==> src/design/rtx_pkg.sv <==
// ----------------------------------------------------------------------------
// Retransmit table package
// Shared sizes, command codes and payload types for the retransmit table.
// ----------------------------------------------------------------------------
package rtx_pkg;

  localparam int TableEntries = 8;
  localparam int IdxW         = (TableEntries > 1) ? $clog2(TableEntries) : 1;
  localparam int CntW         = $clog2(TableEntries + 1);
  localparam int DueMax       = (TableEntries > 15) ? 15 : TableEntries;

  typedef enum logic [1:0] {
    CmdAdd   = 2'd0,
    CmdTake  = 2'd1,
    CmdCount = 2'd2,
    CmdAck   = 2'd3
  } cmd_e;

  typedef struct packed {
    logic [1:0]  command;
    logic [31:0] time_req;
    logic [15:0] uid;
    logic [7:0]  origin;
    logic [7:0]  destination;
    logic [7:0]  source;
    logic [7:0]  pkt_type;
    logic [7:0]  payload_handle;
    logic [7:0]  ack_from;
  } in_item_t;

  typedef struct packed {
    logic        ok;
    logic [3:0]  due_count;
    logic [15:0] out_uid;
    logic [7:0]  out_origin;
    logic [7:0]  out_destination;
    logic [7:0]  out_source;
    logic [7:0]  out_type;
    logic [7:0]  out_handle;
  } out_item_t;

  typedef struct packed {
    logic [31:0] rx_time;
    logic [15:0] uid;
    logic [7:0]  origin;
    logic [7:0]  dest;
    logic [7:0]  source;
    logic [7:0]  ptype;
    logic [7:0]  handle;
  } entry_t;

  localparam int EntryW = $bits(entry_t);

endpackage

==> src/design/retransmit_table_with_ack_unit.sv <==
// ----------------------------------------------------------------------------
// Retransmit table with acknowledgement
// Holds packets awaiting retransmission; add, take oldest due, count due, ack.
// ----------------------------------------------------------------------------
//  Channel   Direction  Handshake               Payload
//  in        input      in_valid_i / in_stall_o  in_data_i (in_item_t)
//  out       output     out_valid_o / out_stall_i out_data_o (out_item_t)
//  cfg       input      cfg_we_i                 cfg_wdata_i (retry delay)
//
// Each command is accepted, then reads every entry in turn from the entry RAM,
// whose read is registered, and then writes back its result.
// Reset clears all valid bits at once; the entry RAM needs no clearing pass.
// A new command is accepted while a result waits; a stalled result holds the
// write-back cycle of the following command until it is transferred.
module retransmit_table_with_ack_unit (
  input  logic               clk_i,
  input  logic               rst_ni,
  input  logic               in_valid_i,
  output logic               in_stall_o,
  input  rtx_pkg::in_item_t  in_data_i,
  output logic               out_valid_o,
  input  logic               out_stall_i,
  output rtx_pkg::out_item_t out_data_o,
  input  logic               cfg_we_i,
  input  logic [31:0]        cfg_wdata_i
);

  import rtx_pkg::*;

  localparam logic [1:0] StIdle   = 2'd0;
  localparam logic [1:0] StScan   = 2'd1;
  localparam logic [1:0] StFinish = 2'd2;

  logic [1:0]              state_q, state_d;
  logic [31:0]             retry_delay_q;
  logic [TableEntries-1:0] valid_q, valid_d;
  in_item_t                req_q;
  logic [CntW-1:0]         cnt_q, cnt_d;
  logic                    rd_vld_q;
  logic [IdxW-1:0]         proc_idx_q;
  logic                    dup_q, dup_d;
  logic                    free_found_q, free_found_d;
  logic [IdxW-1:0]         free_idx_q, free_idx_d;
  logic                    best_found_q, best_found_d;
  logic [IdxW-1:0]         best_idx_q, best_idx_d;
  entry_t                  best_q, best_d;
  logic [3:0]              ncnt_q, ncnt_d;
  logic                    hit_q, hit_d;
  logic [IdxW-1:0]         hit_idx_q, hit_idx_d;
  logic                    out_valid_q, out_valid_d;
  out_item_t               out_q, out_d;

  logic                    in_xfer;
  logic                    issue;
  logic [IdxW-1:0]         raddr;
  logic [EntryW-1:0]       rdata;
  entry_t                  ent;
  logic                    ent_live;
  logic                    ent_due;
  logic [31:0]             due_time;
  logic [32:0]             due_limit;
  logic                    res_load;
  logic                    ram_we;
  logic [IdxW-1:0]         waddr;
  entry_t                  wentry;

  assign in_xfer  = in_valid_i & ~in_stall_o;
  assign issue    = (state_q == StScan) && (cnt_q < CntW'(TableEntries));
  assign raddr    = cnt_q[IdxW-1:0];
  assign ent      = entry_t'(rdata);
  assign ent_live = rd_vld_q & valid_q[proc_idx_q];
  assign res_load = ~out_valid_q | ~out_stall_i;

  assign due_time  = (state_q == StFinish) ? best_q.rx_time : ent.rx_time;
  assign due_limit = {1'b0, due_time} + {1'b0, retry_delay_q};
  assign ent_due   = due_limit < {1'b0, req_q.time_req};

  assign wentry = '{rx_time: req_q.time_req, uid: req_q.uid, origin: req_q.origin,
                    dest: req_q.destination, source: req_q.source,
                    ptype: req_q.pkt_type, handle: req_q.payload_handle};
  assign waddr  = free_idx_q;

  rtx_ram #(
    .Width(EntryW),
    .Depth(TableEntries)
  ) u_entry_ram (
    .clk_i  (clk_i),
    .we_i   (ram_we),
    .waddr_i(waddr),
    .wdata_i(wentry),
    .raddr_i(raddr),
    .rdata_o(rdata)
  );

  always_comb begin
    state_d      = state_q;
    valid_d      = valid_q;
    cnt_d        = cnt_q;
    dup_d        = dup_q;
    free_found_d = free_found_q;
    free_idx_d   = free_idx_q;
    best_found_d = best_found_q;
    best_idx_d   = best_idx_q;
    best_d       = best_q;
    ncnt_d       = ncnt_q;
    hit_d        = hit_q;
    hit_idx_d    = hit_idx_q;
    out_valid_d  = out_valid_q & out_stall_i;
    out_d        = out_q;
    ram_we       = 1'b0;

    unique case (state_q)
      StIdle: begin
        if (in_xfer) begin
          state_d      = StScan;
          cnt_d        = '0;
          dup_d        = 1'b0;
          free_found_d = 1'b0;
          best_found_d = 1'b0;
          ncnt_d       = '0;
          hit_d        = 1'b0;
        end
      end
      StScan: begin
        if (issue) begin
          cnt_d = cnt_q + CntW'(1);
        end
        if (rd_vld_q) begin
          if (ent_live && ent.uid == req_q.uid && ent.dest == req_q.destination &&
              ent.origin == req_q.origin) begin
            dup_d = 1'b1;
          end
          if (!valid_q[proc_idx_q] && !free_found_q) begin
            free_found_d = 1'b1;
            free_idx_d   = proc_idx_q;
          end
          if (ent_live && (!best_found_q || ent.rx_time < best_q.rx_time)) begin
            best_found_d = 1'b1;
            best_idx_d   = proc_idx_q;
            best_d       = ent;
          end
          if (ent_live && ent_due && ncnt_q != 4'd15) begin
            ncnt_d = ncnt_q + 4'd1;
          end
          if (ent_live && !hit_q && ent.uid == req_q.uid &&
              ent.dest == req_q.ack_from && ent.origin == req_q.destination) begin
            hit_d     = 1'b1;
            hit_idx_d = proc_idx_q;
          end
          if (proc_idx_q == IdxW'(TableEntries - 1)) begin
            state_d = StFinish;
          end
        end
      end
      StFinish: begin
        if (res_load) begin
          state_d     = StIdle;
          out_valid_d = 1'b1;
          out_d       = '0;
          unique case (req_q.command)
            CmdAdd: begin
              if (!dup_q && free_found_q) begin
                out_d.ok            = 1'b1;
                ram_we              = 1'b1;
                valid_d[free_idx_q] = 1'b1;
              end
            end
            CmdTake: begin
              if (best_found_q && ent_due) begin
                out_d.ok              = 1'b1;
                out_d.out_uid         = best_q.uid;
                out_d.out_origin      = best_q.origin;
                out_d.out_destination = best_q.dest;
                out_d.out_source      = best_q.source;
                out_d.out_type        = best_q.ptype;
                out_d.out_handle      = best_q.handle;
                valid_d[best_idx_q]   = 1'b0;
              end
            end
            CmdCount: begin
              out_d.due_count = ncnt_q;
            end
            CmdAck: begin
              if (hit_q) begin
                out_d.ok           = 1'b1;
                valid_d[hit_idx_q] = 1'b0;
              end
            end
            default: begin
              out_d = '0;
            end
          endcase
        end
      end
      default: begin
        state_d = StIdle;
      end
    endcase
  end

  always_ff @(posedge clk_i or negedge rst_ni) begin
    if (!rst_ni) begin
      state_q       <= StIdle;
      retry_delay_q <= 32'd1000;
      valid_q       <= '0;
      rd_vld_q      <= 1'b0;
      out_valid_q   <= 1'b0;
    end else begin
      state_q     <= state_d;
      valid_q     <= valid_d;
      rd_vld_q    <= issue;
      out_valid_q <= out_valid_d;
      if (cfg_we_i) begin
        retry_delay_q <= cfg_wdata_i;
      end
    end
  end

  always_ff @(posedge clk_i) begin
    if (in_xfer) begin
      req_q <= in_data_i;
    end
    cnt_q        <= cnt_d;
    proc_idx_q   <= raddr;
    dup_q        <= dup_d;
    free_found_q <= free_found_d;
    free_idx_q   <= free_idx_d;
    best_found_q <= best_found_d;
    best_idx_q   <= best_idx_d;
    best_q       <= best_d;
    ncnt_q       <= ncnt_d;
    hit_q        <= hit_d;
    hit_idx_q    <= hit_idx_d;
    out_q        <= out_d;
  end

  assign in_stall_o  = (state_q != StIdle);
  assign out_valid_o = out_valid_q;
  assign out_data_o  = out_q;

  a_accept_starts_scan: assert property (@(posedge clk_i) disable iff (!rst_ni)
    in_xfer |=> state_q == StScan)
    else $error("accepted transfer did not start a scan");

  a_finish_waits: assert property (@(posedge clk_i) disable iff (!rst_ni)
    (state_q == StFinish && !res_load) |=> state_q == StFinish && out_valid_q)
    else $error("result dropped while output stalled");

  a_add_sets_valid: assert property (@(posedge clk_i) disable iff (!rst_ni)
    ram_we |=> valid_q[$past(waddr)])
    else $error("stored entry not marked live");

  a_count_bounded: assert property (@(posedge clk_i) disable iff (!rst_ni)
    out_valid_o |-> out_data_o.due_count <= 4'(DueMax))
    else $error("due count exceeds table size");

endmodule

==> src/design/rtx_ram.sv <==
// ----------------------------------------------------------------------------
// Generic RAM
// Single write port and single read port with a registered read.
// ----------------------------------------------------------------------------
module rtx_ram #(
  parameter int Width = 8,
  parameter int Depth = 8
) (
  input  logic                                      clk_i,
  input  logic                                      we_i,
  input  logic [((Depth > 1) ? $clog2(Depth) : 1)-1:0] waddr_i,
  input  logic [Width-1:0]                          wdata_i,
  input  logic [((Depth > 1) ? $clog2(Depth) : 1)-1:0] raddr_i,
  output logic [Width-1:0]                          rdata_o
);

  logic [Width-1:0] mem_q [Depth];
  logic [Width-1:0] rdata_q;

  always_ff @(posedge clk_i) begin
    if (we_i) begin
      mem_q[waddr_i] <= wdata_i;
    end
    rdata_q <= mem_q[raddr_i];
  end

  assign rdata_o = rdata_q;

endmodule
==> config.mk <==
export PLATFORM = sky130hd
export DESIGN_NAME = retransmit_table_with_ack_unit
export DESIGN_NICKNAME = d
export VERILOG_FILES = /design/src/design/rtx_pkg.sv /design/src/design/retransmit_table_with_ack_unit.sv /design/src/design/rtx_ram.sv
export SDC_FILE = /design/constraint.sdc
export NUM_CORES = 1
export LEC_CHECK = 0
export BUFFER_PORTS_ARGS = -buffer_cell sky130_fd_sc_hd__buf_2
export CORE_UTILIZATION = 41
export CTS_BUF_LIST = sky130_fd_sc_hd__clkbuf_4 sky130_fd_sc_hd__clkbuf_8 sky130_fd_sc_hd__clkbuf_16
export CTS_CLUSTER_SIZE = 30
export DETAILED_ROUTE_END_ITERATION = 16
export GPL_TIMING_DRIVEN = 0
export PLACE_DENSITY = 0.7
export REMOVE_ABC_BUFFERS = 1
export SETUP_SLACK_MARGIN = 0.4
export SKIP_LAST_GASP = 1
export SLEW_MARGIN = 20
export SYNTH_ARGS = -nofsm -noshare
export SYNTH_HDL_FRONTEND = slang
export SYNTH_SLANG_ARGS = --single-unit
export TNS_END_PERCENT = 10
==> constraint.sdc <==
create_clock -name clk_i -period 11.2 [get_ports clk_i]
set_clock_uncertainty 0.05 [all_clocks]
set_input_delay 2.24 -clock clk_i [delete_from_list [all_inputs] [get_ports clk_i]]
set_output_delay 2.24 -clock clk_i [all_outputs]
set_load 0.05 [all_outputs]
==> flow_summary.rst, run 1 <==
.. list-table::
   :header-rows: 1

   * - Metric
     - Value
   * - Result of the run
     - completed
   * - Top post-synthesis cells by area
     - sky130_fd_sc_hd__edfxtp_1 (68%), sky130_fd_sc_hd__mux4_2 (9.4%), sky130_fd_sc_hd__dfxtp_1 (4.3%)
   * - Total number of yosys warnings
     - 0
   * - Number of hold violations in the final report
     - 0
   * - Critical path buffer and inverter count
     - 2
   * - Number of distinct library cell variants in the gate-level netlist after synthesis
     - 63
   * - WP data arrival
     - approximately 7400 ps
   * - CP max FO
     - 66
   * - Hold buffer count at CTS
     - 0
   * - Rows
     - 118
   * - GRT Resource Usage Total
     - 17.7%
   * - Total number of cells along the worst setup path
     - 22
   * - DIE WIDTH
     - 325 microns
   * - Fin nets
     - 2788
   * - Worst path required time
     - 11710 ps
   * - Routing usage on met2
     - between 20% and 30%
   * - Hold Crit Depth
     - 0
   * - Inserted Diodes
     - 0
   * - Proportion of total power due to net switching
     - 28.7%
   * - Global routing met1 resource utilization
     - between 20% and 30%
   * - Clock-pin slew reported for the worst setup and hold paths after clock tree synthesis
     - 60 ps
   * - Height of the die
     - 325 microns
   * - Commonest non-fill, non-tap cells in the layout
     - sky130_fd_sc_hd__edfxtp_1 (972), sky130_fd_sc_hd__buf_2 (196), sky130_fd_sc_hd__mux4_2 (178)
   * - Grt peak-use layer
     - met2
   * - Detailed router's first-iteration violation count
     - 1641
   * - Largest area contributor in the synthesized netlist
     - sky130_fd_sc_hd__edfxtp_1
   * - Clock sink total
     - 1107
   * - Sequential cell fraction of total power
     - between 40 and 50%
   * - Post-Route WL
     - 93800 microns
   * - Routed Antenna Nets
     - 0
   * - Largest net degree at the start of global routing
     - 67
   * - Critical path capture point type
     - flip-flop
   * - Tightest hold margin
     - 352 ps
   * - Relative slew slack
     - 43.6%
   * - Number of enable-type register cells in the synthesized netlist
     - 972
   * - Flip-flop and latch count after synthesis
     - 1107
   * - Top flip-flop cell by instance count after synthesis
     - sky130_fd_sc_hd__edfxtp_1
   * - Worst Setup Start Kind
     - flip-flop
   * - Share of the clock period used by the worst path
     - between 60% and 70%
   * - Leading cell type in the layout, fill and taps excluded
     - sky130_fd_sc_hd__edfxtp_1
   * - Synthesized area per cell
     - 19.5 sq um
   * - Detail Placement HPWL
     - 64400 microns
   * - Unrepaired setup endpoints after global routing
     - no
   * - Synth-to-Final Area Change
     - 20.1%
   * - Share of synthesized area occupied by flip-flops and latches
     - between 70% and 80%
   * - Share of synthesized flip-flops with an asynchronous set or reset
     - 3.97%
   * - Global-route wire length before repair
     - 140000 microns
   * - Via count of the first global-routing pass
     - approximately 23000
   * - Worst min path class
     - reg -> reg
   * - Yosys top cell area share
     - 68.3%
   * - Final number of setup-violating endpoints
     - 0
   * - Area of the core
     - 103000 sq um
   * - Cts repair resizes
     - 0
   * - TritonCTS clock tree
     - done
   * - Wire length per cell
     - 23.3 microns
   * - Switching power of the nets
     - roughly 0.0037 W
   * - Num ports
     - 198
   * - Total congestion overflow
     - 0
   * - Clock share of power
     - 30.1%
   * - Total power
     - 0.0128 W
   * - Root Driver
     - sky130_fd_sc_hd__clkbuf_16
   * - CTS H-Tree Depth
     - 3
   * - Number of iterations in the first detailed-routing pass
     - 5
   * - Synthesized netlist cell count
     - ~2200
   * - Internal power
     - 0.00916 W
   * - Cell leakage power
     - 17.7 nW
   * - Accumulated negative setup slack
     - 0 ps
   * - CP max stage delay
     - 760 ps
   * - GP Congestion
     - between 0.8 and 0.9
   * - IR Drop Worst-Case VDD
     - around 140 uV
   * - Clock latency on the worst-skew pair
     - 710 ps
   * - Number of port buffers
     - around 200
   * - Initial antenna violation count
     - 4
   * - Worst setup path class
     - reg -> reg
   * - Avg Vias per Cell
     - approximately 5.3
   * - Final count of pins violating max slew
     - 0
   * - Initial core utilization
     - 41.3%
   * - Remaining DRCs
     - 0
   * - Number of post-CTS setup repair buffers
     - 0
   * - Max cap viols
     - 0
   * - Clock Path Buffers
     - 3
   * - Upper clock frequency limit
     - 0.145 GHz
   * - Power density relative to cell area
     - ~250 nW/um^2
   * - Area of the die
     - roughly 110000 sq um
   * - Top delay family on crit path
     - simple AND/OR/NAND/NOR gates
   * - Slowest cell on crit path
     - sky130_fd_sc_hd__nor4_4
   * - Count of vias placed by the detailed router
     - 21350
   * - Length in cells of the worst reg-to-reg path
     - 22
   * - Final critical delay including setup and external delays
     - 6900 ps
   * - Share of cells above drive strength 1
     - roughly 32%
   * - Number of clock buffers inserted by TritonCTS
     - 110
   * - Proportion of power drawn by combinational gates
     - 27.3%
   * - GR Layer Usage met3
     - 3.10%
   * - Measured slew at the worst slew-check pin
     - 846 ps
   * - Post-synthesis instance area
     - approximately 43000 sq um
   * - CP cell instances
     - nand2b_4, mux2_2, ha_1, fa_1, a211oi_2, o21ai_2, o221ai_1, a21oi_2, a21oi_2, o21bai_1, a21boi_0, o21bai_1, xor2_1, ha_1, nand3_1, nor4_1, a2111oi_0, nand4_1, nor4_4, buf_6, buf_6, and2_1
cells in the mapped netlist, types with 4 or more instances:
| master | n |
|---|---|
| sky130_fd_sc_hd__a211oi_1 | 7 |
| sky130_fd_sc_hd__a21o_1 | 28 |
| sky130_fd_sc_hd__a21oi_1 | 50 |
| sky130_fd_sc_hd__a31oi_1 | 5 |
| sky130_fd_sc_hd__and2_1 | 63 |
| sky130_fd_sc_hd__and3_1 | 6 |
| sky130_fd_sc_hd__buf_1 | 17 |
| sky130_fd_sc_hd__buf_2 | 12 |
| sky130_fd_sc_hd__buf_6 | 5 |
| sky130_fd_sc_hd__clkbuf_1 | 35 |
| sky130_fd_sc_hd__dfrtp_1 | 38 |
| sky130_fd_sc_hd__dfstp_2 | 6 |
| sky130_fd_sc_hd__dfxtp_1 | 91 |
| sky130_fd_sc_hd__edfxtp_1 | 972 |
| sky130_fd_sc_hd__ha_1 | 97 |
| sky130_fd_sc_hd__inv_1 | 68 |
| sky130_fd_sc_hd__mux2_2 | 122 |
| sky130_fd_sc_hd__mux4_2 | 178 |
| sky130_fd_sc_hd__nand2_1 | 61 |
| sky130_fd_sc_hd__nand2b_1 | 12 |
| sky130_fd_sc_hd__nand3_1 | 14 |
| sky130_fd_sc_hd__nand4_1 | 23 |
| sky130_fd_sc_hd__nor2_1 | 45 |
| sky130_fd_sc_hd__nor2b_1 | 11 |
| sky130_fd_sc_hd__nor3_1 | 10 |
| sky130_fd_sc_hd__nor4_1 | 6 |
| sky130_fd_sc_hd__o211ai_1 | 4 |
| sky130_fd_sc_hd__o21a_1 | 6 |
| sky130_fd_sc_hd__o21ai_0 | 61 |
| sky130_fd_sc_hd__o21bai_1 | 7 |
| sky130_fd_sc_hd__o22a_1 | 8 |
| sky130_fd_sc_hd__xnor2_1 | 51 |
| sky130_fd_sc_hd__xor2_1 | 29 |
kinds of logic after synthesis:
family / Yosys count / synth area share, %
flip-flops: 1107 / 75.2
multiplexers: 300 / 12.6
AND/OR/NAND/NOR: 260 / 3.18
AO/OA/AOI/OAI: 208 / 3.15
buffers and inverters: 138 / 1.34
adder cells (fa/ha/maj): 98 / 2.89
XOR/XNOR: 80 / 1.64
flip-flops by register name, summed over array words and instances, names as in the netlist, 2 cells and up:
register,count
proc_idx_q,3
best_q,88
u_entry_ram.mem_q,704
best_idx_q,3
cnt_q,4
valid_q,8
retry_delay_q,32
free_idx_q,3
u_entry_ram.rdata_o,88
req_q,98
out_data_o,61
hit_idx_q,3
ncnt_q,4
state_q,2
metal layers:
layer | wire [microns] | vias up | part of all wire (%)
met3 | 4940 | 160 | 5.3
li1 | - | 9450 | -
met5 | 22 | - | 0.023
met4 | 2070 | 4 | 2.2
met1 | 40700 | 11067 | 43
met2 | 46000 | 669 | 49
per-stage QoR:
step,cells,setup WS (ps),utilization [%],area [sq um]
CTS,4031,4320,49.6,51300
global placement,3699,-12010,43.7,45100
finish,4031,4300,49.6,51300
detailed placement,3823,4350,45.8,47400
floorplan,2122,-1350,-,42400
global route,4031,3880,49.6,51300
layout make-up:
cell class | count | area [sq um]
inverter | 69 | 267
fill | 8317 | 52100
sequential | 1107 | 32100
clock inverter | 69 | 852
timing repair buffer | 321 | 3150
clock buffer | 139 | 3050
tap | 1380 | 1730
multi-input combinational | 946 | 10100
worst register-to-register path: stages (launching register included):
cell and delay (ps):
sky130_fd_sc_hd__dfrtp_1 380, sky130_fd_sc_hd__nand2b_4 590, sky130_fd_sc_hd__mux2_2 430, sky130_fd_sc_hd__ha_1 230, sky130_fd_sc_hd__fa_1 450, sky130_fd_sc_hd__a211oi_2 350
sky130_fd_sc_hd__o21ai_2 120, sky130_fd_sc_hd__o221ai_1 400, sky130_fd_sc_hd__a21oi_2 170, sky130_fd_sc_hd__a21oi_2 270, sky130_fd_sc_hd__o21bai_1 130, sky130_fd_sc_hd__a21boi_0 220
sky130_fd_sc_hd__o21bai_1 100, sky130_fd_sc_hd__xor2_1 150, sky130_fd_sc_hd__ha_1 300, sky130_fd_sc_hd__nand3_1 150, sky130_fd_sc_hd__nor4_1 130, sky130_fd_sc_hd__a2111oi_0 390
sky130_fd_sc_hd__nand4_1 340, sky130_fd_sc_hd__nor4_4 760, sky130_fd_sc_hd__buf_6 260, sky130_fd_sc_hd__buf_6 190, sky130_fd_sc_hd__and2_1 200
worst paths after layout:
| check | from | endpoint | slack [ps] |
|---|---|---|---|
| setup reg to reg | state_q[0] | out_data_o[47] | 4300 |
| hold reg to reg | u_entry_ram.rdata_o[7] | best_q[7] | 350 |
| min in group asynchronous | rst_ni | retry_delay_q[0] | 1530 |
| hold / removal | u_entry_ram.rdata_o[7] | best_q[7] | 350 |
| setup / recovery | state_q[0] | out_data_o[47] | 4300 |
| max in group asynchronous | rst_ni | retry_delay_q[28] | 9060 |
power by group through the flow:
stage	registers, W	clock network (W)	logic (W)
after floorplan	0.00574	0	0.00241
after global placement	0.00606	0	0.00320
after detailed placement	0.00555	0	0.00351
after CTS	0.00548	0.00395	0.00354
after global routing	0.00553	0.00409	0.00383
final	0.00547	0.00386	0.00350
No activity file was read; power rests on OpenSTA's default activity.
==> run 2, diff against run 1 <==
--- a/config.mk
+++ b/config.mk
@@ -11,7 +11,7 @@
 export CTS_CLUSTER_SIZE = 30
 export DETAILED_ROUTE_END_ITERATION = 16
 export GPL_TIMING_DRIVEN = 0
-export PLACE_DENSITY = 0.7
+export PLACE_DENSITY = 0.68
 export REMOVE_ABC_BUFFERS = 1
 export SETUP_SLACK_MARGIN = 0.4
 export SKIP_LAST_GASP = 1
==> constraint.sdc (replaced) <==
create_clock -name clk_i -period 6.7 [get_ports clk_i]
set_clock_uncertainty 0.05 [all_clocks]
set_input_delay 1.34 -clock clk_i [delete_from_list [all_inputs] [get_ports clk_i]]
set_output_delay 1.34 -clock clk_i [all_outputs]
set_load 0.05 [all_outputs]
==> run 2 against run 1 <==
Clock power up 76%. Power up 70%. Routed wire length up 1.3%. Hold slack worse by 3.4 ps. Via count down 0.42%. Final cell count up 0.67%. First-iteration DRC count up 2.9%. Worst setup slack worse by 3700 ps. Critical path type unchanged. Highest routed layer unchanged.
==> flow_summary.rst, run 2 (synthesis results as in run 1) <==
.. list-table::
   :header-rows: 1

   * - Metric
     - Value
   * - Result of the run
     - completed
   * - Num ports
     - 198
   * - Final core utilization
     - 50.0%
   * - Area of the die
     - 105000 sq um
   * - Length in cells of the worst reg-to-reg path
     - 24
   * - Initial core utilization
     - approximately two fifths
   * - Remaining DRCs
     - 0
   * - CP max FO
     - 13
   * - Count of vias placed by the detailed router
     - between 20000 and 25000
   * - Registers with the most flip-flops
     - u_entry_ram.mem_q x704, req_q x98
   * - Clock-pin slew reported for the worst setup and hold paths after clock tree synthesis
     - approximately 60 ps
   * - Measured slew at the worst slew-check pin
     - 877 ps
   * - Routing usage on met2
     - approximately 30%
   * - Synth-to-Final Area Change
     - 21.1%
   * - Power density relative to cell area
     - 422 nW/um^2
   * - DIE WIDTH
     - 325 microns
   * - Clock sink total
     - 1107
   * - TritonCTS clock tree
     - done
   * - Initial antenna violation count
     - 8
   * - Root Driver
     - sky130_fd_sc_hd__clkbuf_16
   * - Max cap viols
     - 0
   * - Final design area excluding fillers
     - about 52000 sq um
   * - Global-route wire length before repair
     - 142000 microns
   * - Leading cell type in the layout, fill and taps excluded
     - sky130_fd_sc_hd__edfxtp_1
   * - Avg Vias per Cell
     - 5.24
   * - Number of clock buffers inserted by TritonCTS
     - 113
   * - Capture instance of the worst register-to-register path
     - out_data_o[53]
   * - Register with the highest flop count
     - u_entry_ram.mem_q
   * - Rows
     - 118
   * - Number of iterations in the first detailed-routing pass
     - 5
   * - Largest net degree at the start of global routing
     - 54
   * - Height of the die
     - 325 microns
   * - Number of flip-flops under the largest register name
     - 704
   * - Worst setup path class
     - reg -> reg
   * - Clock latency on the worst-skew pair
     - 710 ps
   * - Share of cells above drive strength 1
     - 32.8%
   * - Commonest non-fill, non-tap cells in the layout
     - sky130_fd_sc_hd__edfxtp_1 (972), sky130_fd_sc_hd__buf_2 (197), sky130_fd_sc_hd__mux4_2 (178)
   * - Worst Setup Start Kind
     - flip-flop
   * - Total power
     - between 0.02 and 0.025 W
   * - Fin nets
     - 2809
   * - Critical path capture point type
     - flip-flop
   * - Area of the core
     - just over 100000 sq um
   * - Worst-case hold path end point
     - best_q[10]
   * - Hold Crit Depth
     - 0
   * - Worst min path class
     - reg -> reg
   * - Worst r2r src
     - state_q[0]
   * - Grt peak-use layer
     - met2
   * - CTS H-Tree Depth
     - 3
   * - Hold path startpoint
     - u_entry_ram.rdata_o[10]
   * - Post-Route WL
     - 95000 microns
   * - Detailed router's first-iteration violation count
     - approximately 1700
   * - Final count of pins violating max slew
     - 0
   * - GP Congestion
     - 0.845
   * - WP data arrival
     - 6460 ps
   * - Upper clock frequency limit
     - 0.165 GHz
   * - IR Drop Worst-Case VDD
     - 267 uV
   * - Cell area reported after detailed placement
     - 47400 sq um
   * - Via count of the first global-routing pass
     - 22389
   * - GRT Resource Usage Total
     - between 10% and 20%
   * - Detail Placement HPWL
     - 63700 microns
   * - Total congestion overflow
     - 0
   * - Number of port buffers
     - 197
   * - Relative slew slack
     - 41.5%
   * - Number of hold violations in the final report
     - 0
   * - Setup slack, reg-to-reg
     - approximately 630 ps
   * - Global routing met1 resource utilization
     - about a quarter
   * - Routed Antenna Nets
     - 0
   * - Worst path required time
     - ~7000 ps
   * - Unrepaired setup endpoints after global routing
     - no
   * - Cell leakage power
     - 17.9 nW
   * - Wire length per cell
     - between 20 and 25 microns
   * - Share of the clock period used by the worst path
     - 90.6%
   * - Clock Path Buffers
     - 3
   * - Final number of setup-violating endpoints
     - 0
   * - Final critical delay including setup and external delays
     - 6070 ps
   * - GR Layer Usage met3
     - 3.22%
==> run 2: changes by cell type in the layout (fill, tap and decap cells not counted), sizes merged <==
cell,before,now
clkinvlp,11,8
buf,321,336
clkbuf,139,147
diode,0,2
bufinv,14,18
inv,73,72
clkinv,40,39
nand2b,12,15
==> run 2: worst max path at each step <==
stage                          start                       to  slack (ps)  depth (start not counted)
after global placement    state_q[0]  u_entry_ram.mem_q[1][4]      -16590                          5
final                     state_q[0]           out_data_o[53]         630                         24
after floorplan           state_q[0]  u_entry_ram.mem_q[1][0]       -5170                          5
after detailed placement  state_q[0]           out_data_o[53]        -370                         23
after global routing      state_q[0]           out_data_o[53]         410                         24
after CTS                 state_q[0]           out_data_o[53]         440                         24
==> run 2: critical path, cell delays in order (launching register included) <==
cell and delay, ps:
sky130_fd_sc_hd__dfrtp_2 460, sky130_fd_sc_hd__nand2b_4 230, sky130_fd_sc_hd__mux2_2 360, sky130_fd_sc_hd__ha_1 230, sky130_fd_sc_hd__fa_1 440, sky130_fd_sc_hd__a211oi_2 290
sky130_fd_sc_hd__o21ai_2 130, sky130_fd_sc_hd__o221ai_2 270, sky130_fd_sc_hd__a21oi_2 150, sky130_fd_sc_hd__a21oi_2 240, sky130_fd_sc_hd__o21bai_1 140, sky130_fd_sc_hd__a21boi_0 250
sky130_fd_sc_hd__o21bai_1 110, sky130_fd_sc_hd__xor2_1 160, sky130_fd_sc_hd__ha_1 300, sky130_fd_sc_hd__nand3_1 140, sky130_fd_sc_hd__nor4_2 520, sky130_fd_sc_hd__o211ai_1 240
sky130_fd_sc_hd__nand4_1 150, sky130_fd_sc_hd__buf_4 160, sky130_fd_sc_hd__nor4_4 70, sky130_fd_sc_hd__buf_6 180, sky130_fd_sc_hd__buf_6 150, sky130_fd_sc_hd__buf_6 150
sky130_fd_sc_hd__and2_1 210
==> run 2: repair_timing <==
action,CTS,global route
hold buffers,0,0
endpoints found under the hold margin,0,0
pin swaps,2,1
endpoints found under the setup margin,69,63
setup buffers,2,7
cloned,2,1
gates resized for setup,2,5
==> run 2: report_power, final <==
group          switching, W  internal, W  leakage [nW]  total (W)
Combinational       0.00293      0.00297          5.89    0.00590
Clock               0.00269      0.00411          2.04    0.00680
Sequential         0.000578      0.00855          10.0    0.00913
Total               0.00620       0.0156          17.9     0.0218
==> run 2: cell type report <==
type                    count  area [sq um]
well taps                1380          1730
inverters                  69           267
flip-flops and latches   1107         32100
fillers                  8328         51600
multi-input cells         949         10200
repair buffers            336          3280
clock buffers             147          3220
clock inverters            68           923
diodes                      2          5.00
==> run 2: through the flow <==
| stage | hold WS [ps] | instances | setup slack [ps] | setup TNS (ps) |
|---|---|---|---|---|
| 2_1_floorplan | 336 | 2122 | -5170 | -2664940 |
| 3_3_place_gp | 341 | 3699 | -16590 | - |
| 3_5_place_dp | 340 | 3829 | -367 | -9750 |
| 4_1_cts | 351 | 4048 | 440 | 0 |
| 5_1_grt | 354 | 4056 | 409 | 0 |
| 6_report | 349 | 4058 | 632 | 0 |
==> run 2: metal layers <==
metal  vias up  share of wire (%)
li1       9511                  -
met1     11025                 44
met2       581                 49
met3       134                5.5
met4        10                1.9
met5         -              0.071
